File: src/hw/rtl/lprl_pkg.sv
package lprl_pkg;

	localparam int ADDR_W  = 32;
	localparam int LEN_W   = 6;
	localparam int IFACE_W = 3;
	localparam int TTL_W   = 8;

	localparam logic [LEN_W-1:0]  LEN_MAX  = LEN_W'(ADDR_W);
	localparam logic [ADDR_W-1:0] ADDR_ONES = '1;

	localparam logic OP_ADD   = 1'b0;
	localparam logic OP_ROUTE = 1'b1;

	typedef enum logic [2:0] {
		ST_ADDED       = 3'd0,
		ST_FULL        = 3'd1,
		ST_FORWARDED   = 3'd2,
		ST_NO_ROUTE    = 3'd3,
		ST_TTL_EXPIRED = 3'd4
	} status_t;

	typedef struct packed {
		logic               opcode;
		logic [ADDR_W-1:0]  add_prefix;
		logic [LEN_W-1:0]   prefix_len;
		logic               has_next_hop;
		logic [ADDR_W-1:0]  gateway_addr;
		logic [IFACE_W-1:0] iface_index;
		logic [ADDR_W-1:0]  dest_addr;
		logic [TTL_W-1:0]   ttl_in;
	} req_t;

	typedef struct packed {
		status_t            status;
		logic [IFACE_W-1:0] out_iface;
		logic [ADDR_W-1:0]  hop_addr;
		logic [TTL_W-1:0]   ttl_out;
	} rsp_t;

	// Write of one new route, broadcast to every cell.
	typedef struct packed {
		logic               en;
		logic [ADDR_W-1:0]  prefix;
		logic [LEN_W-1:0]   len;
		logic               has_gw;
		logic [ADDR_W-1:0]  gw;
		logic [IFACE_W-1:0] iface;
	} wr_t;

	// Lookup token handed from cell to cell, carrying the best match so far.
	typedef struct packed {
		logic               valid;
		logic [ADDR_W-1:0]  dest;
		logic [TTL_W-1:0]   ttl;
		logic               found;
		logic [LEN_W-1:0]   best_len;
		logic [IFACE_W-1:0] iface;
		logic [ADDR_W-1:0]  hop;
	} tok_t;

	// Ones in the top len bits; a length of zero gives an empty mask.
	function automatic logic [ADDR_W-1:0] len_mask(input logic [LEN_W-1:0] len);
		len_mask = ~(ADDR_ONES >> len);
	endfunction

endpackage

File: src/hw/rtl/lprl_cell.sv
module lprl_cell #(
	parameter int INDEX = 0,
	parameter int CNT_W = 6
) (
	input  logic               clk,
	input  logic               arst_n,
	input  logic [CNT_W-1:0]   cnt,
	input  lprl_pkg::wr_t      wr,
	input  lprl_pkg::tok_t     tok_in,
	output lprl_pkg::tok_t     tok_out
);
	import lprl_pkg::*;

	localparam logic [CNT_W-1:0] MY_IDX = CNT_W'(INDEX);

	logic [ADDR_W-1:0]  prefix_q;
	logic [LEN_W-1:0]   len_q;
	logic               has_gw_q;
	logic [ADDR_W-1:0]  gw_q;
	logic [IFACE_W-1:0] iface_q;

	logic valid_entry;
	logic hit;
	logic take;
	logic tok_valid_q;
	tok_t tok_q;
	tok_t tok_nxt;

	always_ff @(posedge clk) begin
		if (wr.en && cnt == MY_IDX) begin
			prefix_q <= wr.prefix;
			len_q    <= wr.len;
			has_gw_q <= wr.has_gw;
			gw_q     <= wr.gw;
			iface_q  <= wr.iface;
		end
	end

	assign valid_entry = MY_IDX < cnt;
	assign hit  = valid_entry &&
		((len_q == '0) || (prefix_q == (tok_in.dest & len_mask(len_q))));
	// Equal length still takes over, so the later route wins a tie.
	assign take = hit && (!tok_in.found || len_q >= tok_in.best_len);

	always_comb begin
		tok_nxt = tok_in;
		if (take) begin
			tok_nxt.found    = 1'b1;
			tok_nxt.best_len = len_q;
			tok_nxt.iface    = iface_q;
			tok_nxt.hop      = has_gw_q ? gw_q : tok_in.dest;
		end
	end

	always_ff @(posedge clk or negedge arst_n) begin
		if (!arst_n) begin
			tok_valid_q <= 1'b0;
		end else begin
			tok_valid_q <= tok_in.valid;
		end
	end

	always_ff @(posedge clk) begin
		tok_q <= tok_nxt;
	end

	always_comb begin
		tok_out       = tok_q;
		tok_out.valid = tok_valid_q;
	end

endmodule

File: config.mk
export PLATFORM = sky130hd
export DESIGN_NAME = lprl_cell
export DESIGN_NICKNAME = d
export VERILOG_FILES = /design/src/hw/rtl/lprl_pkg.sv /design/src/hw/rtl/lprl_cell.sv
export SDC_FILE = /design/constraint.sdc
export NUM_CORES = 1
export LEC_CHECK = 0
export CORE_MARGIN = 10
export CORE_UTILIZATION = 40
export DETAILED_ROUTE_END_ITERATION = 8
export DONT_BUFFER_PORTS = 1
export SLEW_MARGIN = 15
export SYNTH_ARGS = -nofsm -noshare
export SYNTH_HDL_FRONTEND = slang
export SYNTH_SLANG_ARGS = --single-unit
File: constraint.sdc
create_clock -name clk -period 3 [get_ports clk]
set_input_delay 0 -clock clk [delete_from_list [all_inputs] [get_ports clk]]
set_output_delay 0 -clock clk [all_outputs]
set_load 0.02 [all_outputs]
==> flow_summary.toml <==
[global_routing]
antenna_found_initial = 2
grt_overflow = 0
grt_pass1_wl_um = 42500
first_global_vias = 7024
grt_max_degree = 75
grtUsageTotal_pct = 22.6

[clock_tree]
htreeDepth = 4
worstSkewPairLatency_ns = 0.43
clk_pin_slew_ns = 0.07
cts_resized = 0
cts_tree = "built"
clkSinkCount = 157
cts_buffers = 17
clock_path_buffers = 2
cts-root-buf = "clkbuf_16"

[placed_design]
placedCellCount = 926
io_buffer_count = 0
dp_slack_ns = 0.188
dp_hpwl_um = 20300
gp_congestion = 0.921

[drt]
wirelength_um = 28900
route.antenna.remaining_nets = 0
vias = 6904
drt-wirelength-per-cell_um = 25.7
vias_per_cell = 6.14
drt_iter0_drc = 657
drtPass1Iterations = 5
drcViolationCount = 0

[setup_path]
cp-end-kind = "register"
cp.required_ns = 3.31
critical_path_class = "reg -> reg"
cp_max_fo = 36
arrival_ns = 3.13
start_kind = "register"

[timing]
fin_crit_sh_pct = 94.0
slew_headroom_pct = 51.1
fin_crit_ns = 2.82
rsz0062_at_grt = "no"
setup_viol = 0
worst_pin_slew_ns = 0.734
hold_violations = 0
clock_skew_ns = 0.00890
fmax_ghz = 0.354
tns_ns = 0
slew_violations = 0
final.setup.worst_slack_ns = 0.179

[floorplan]
die_h_um = 157
die_area_sq_um = 24700
coreArea_sq_um = 18600
initial_utilization_pct = 40.5
rows = 50
pin_count = 249
die_x_um = 157

[yosys]
yosysSeqAreaShare_pct = 51.7
syn_area_sq_um = 7520
synthesis.nets = 895
ys_ff_latch = 157
synthArstFlopShare_pct = 0.637
synth_edf_count = 74
synthCells = 723
synth_ff_type = "dfxtp_1"
ys_warn_count = 0
yosys.cell_types.count = 65
syn_avg_cell_area_sq_um = 10.4

[pwr]
power_leakage_nw = 3.63
ir_worst_vdd_mv = 0.419
p_per_area_nw_per_um2 = 499
total_power_w = 0.00507

[cells_and_area]
drive_gt1_share_pct = 9.92
fin_nets = 1046
fillers = 1586
area_growth_pct = 35.2
final_cells = 1125

[run]
maxCapViolCount = 0

[worst_hold_path]
hold_class = "in -> reg"

[status]
status = "finished, final reports clean"
[cells in the final DEF (no fill, tap or decap), drive strengths merged, types with 4 or more instances in the layout]
cell           n
nand2b         7
mux2i         38
ha             6
a21boi         5
nand4         41
a211o          6
edfxtp        74
o21ai         59
dlygate4sd3  162
a211oi        32
xnor2          5
o2111ai        6
nand2         17
inv           39
nor2b         16
nand3         44
buf           36
nor4           9
o211ai         7
a221oi        35
clkbuf        19
nor3           4
and2          40
dfxtp         82
a21oi         47
diode          4
[registers in the layout, summed over array words and instances (netlist names)]
signal and count:
prefix_q 32, tok_out 82, gw_q 32, has_gw_q 1
tok_valid_q 1, len_q 6, iface_q 3
[path summary, 6_finish.rpt]
kind | from | to | slack [ns] | cells after the start
max | len_q[3] | tok_out[10] | 0.18 | 11
min | tok_in[75] | tok_out[25] | 0.01 | 4
max reg2reg | len_q[3] | tok_out[10] | 0.18 | 11
min reg2reg | iface_q[2] | tok_out[34] | 0.65 | 4
max in group asynchronous | arst_n | tok_valid_q | 2.59 | 2
min in group asynchronous | arst_n | tok_valid_q | 0.31 | 2
[per-layer routing]
| layer | vias up | share of wire, % | track usage, % |
|---|---|---|---|
| li1 | 3115 | - | - |
| met1 | 3334 | 40 | 27.5 |
| met2 | 404 | 47 | 35.9 |
| met3 | 51 | 9.6 | 7.81 |
| met4 | 0 | 3.2 | 9.39 |
| met5 | - | 0 | 0 |
[worst max-delay path, cell delays in order, from the launching register on]
cell,delay [ns]
edfxtp_1,0.36
buf_4,0.18
buf_4,0.17
nor4_4,0.41
a211o_1,0.19
nand4_1,0.13
nor4_1,0.33
buf_4,0.17
nand3_2,0.10
buf_4,0.27
o21ai_0,0.24
nand3_1,0.12
[report_power, final]
| group | switching [W] | total [W] | internal, W |
|---|---|---|---|
| logic | 0.000200 | 0.000446 | 0.000246 |
| clock network | 0.00102 | 0.00220 | 0.00118 |
| registers | 0.000115 | 0.00242 | 0.00231 |
[through the flow]
step	util (%)	instance area, sq um	hold slack [ns]
2_1_floorplan	-	7520	-0.296
3_3_place_gp	42.7	7940	-0.296
3_5_place_dp	42.7	7940	-0.296
5_1_grt	54.7	10200	0.0360
4_1_cts	54.7	10200	0.000857
6_report	54.7	10200	0.0115
[area by class of cell]
type                            instances  area [sq um]  area share [%]
Sequential cell                       157          3890            38.2
Multi-Input combinational cell        472          3260            32.1
Timing Repair Buffer                  198          2020            19.8
Clock buffer                           19           464            4.56
Tap cell                              234           293            2.88
Clock inverter                         13           131            1.29
Inverter                               28           105            1.03
Antenna cell                            4          10.0          0.0984
[cells in the mapped netlist, types with 7 or more instances]
library cell	n	area (sq um)
nand2b_1	7	43.8
clkbuf_1	44	165
inv_1	25	93.8
edfxtp_1	74	2220
a21oi_1	47	235
a211oi_1	32	240
and2_1	39	244
mux2i_1	38	380
o211ai_1	7	52.6
dfxtp_1	82	1640
nand3_1	43	215
nand4_1	41	257
a221oi_1	35	307
nand2_1	17	63.8
o21ai_0	55	275
buf_2	11	55.1
nor2b_1	16	100
[what timing repair did]
item                                    4_1_cts  5_1_grt
setup buffers                                 0        1
endpoints found under the hold margin       164        0
endpoints found under the setup margin        0        5
hold buffers                                162        0
[logic make-up (layout without fill, tap and decap cells)]
logic type | count (synthesis) | after routing | synth area share, %
muxes | 38 | 38 | 5.06
DFF | 157 | 157 | 51.7
xor gates and xnor gates | 6 | 6 | 0.699
and+or+nand+nor | 193 | 193 | 15.5
other | 0 | 4 | 0
adders and majority gates | 6 | 6 | 0.998
buffers and inverters | 94 | 258 | 5.47
AOI/OAI and AO/OA | 229 | 229 | 20.6
(Power assumes the default switching activity.)
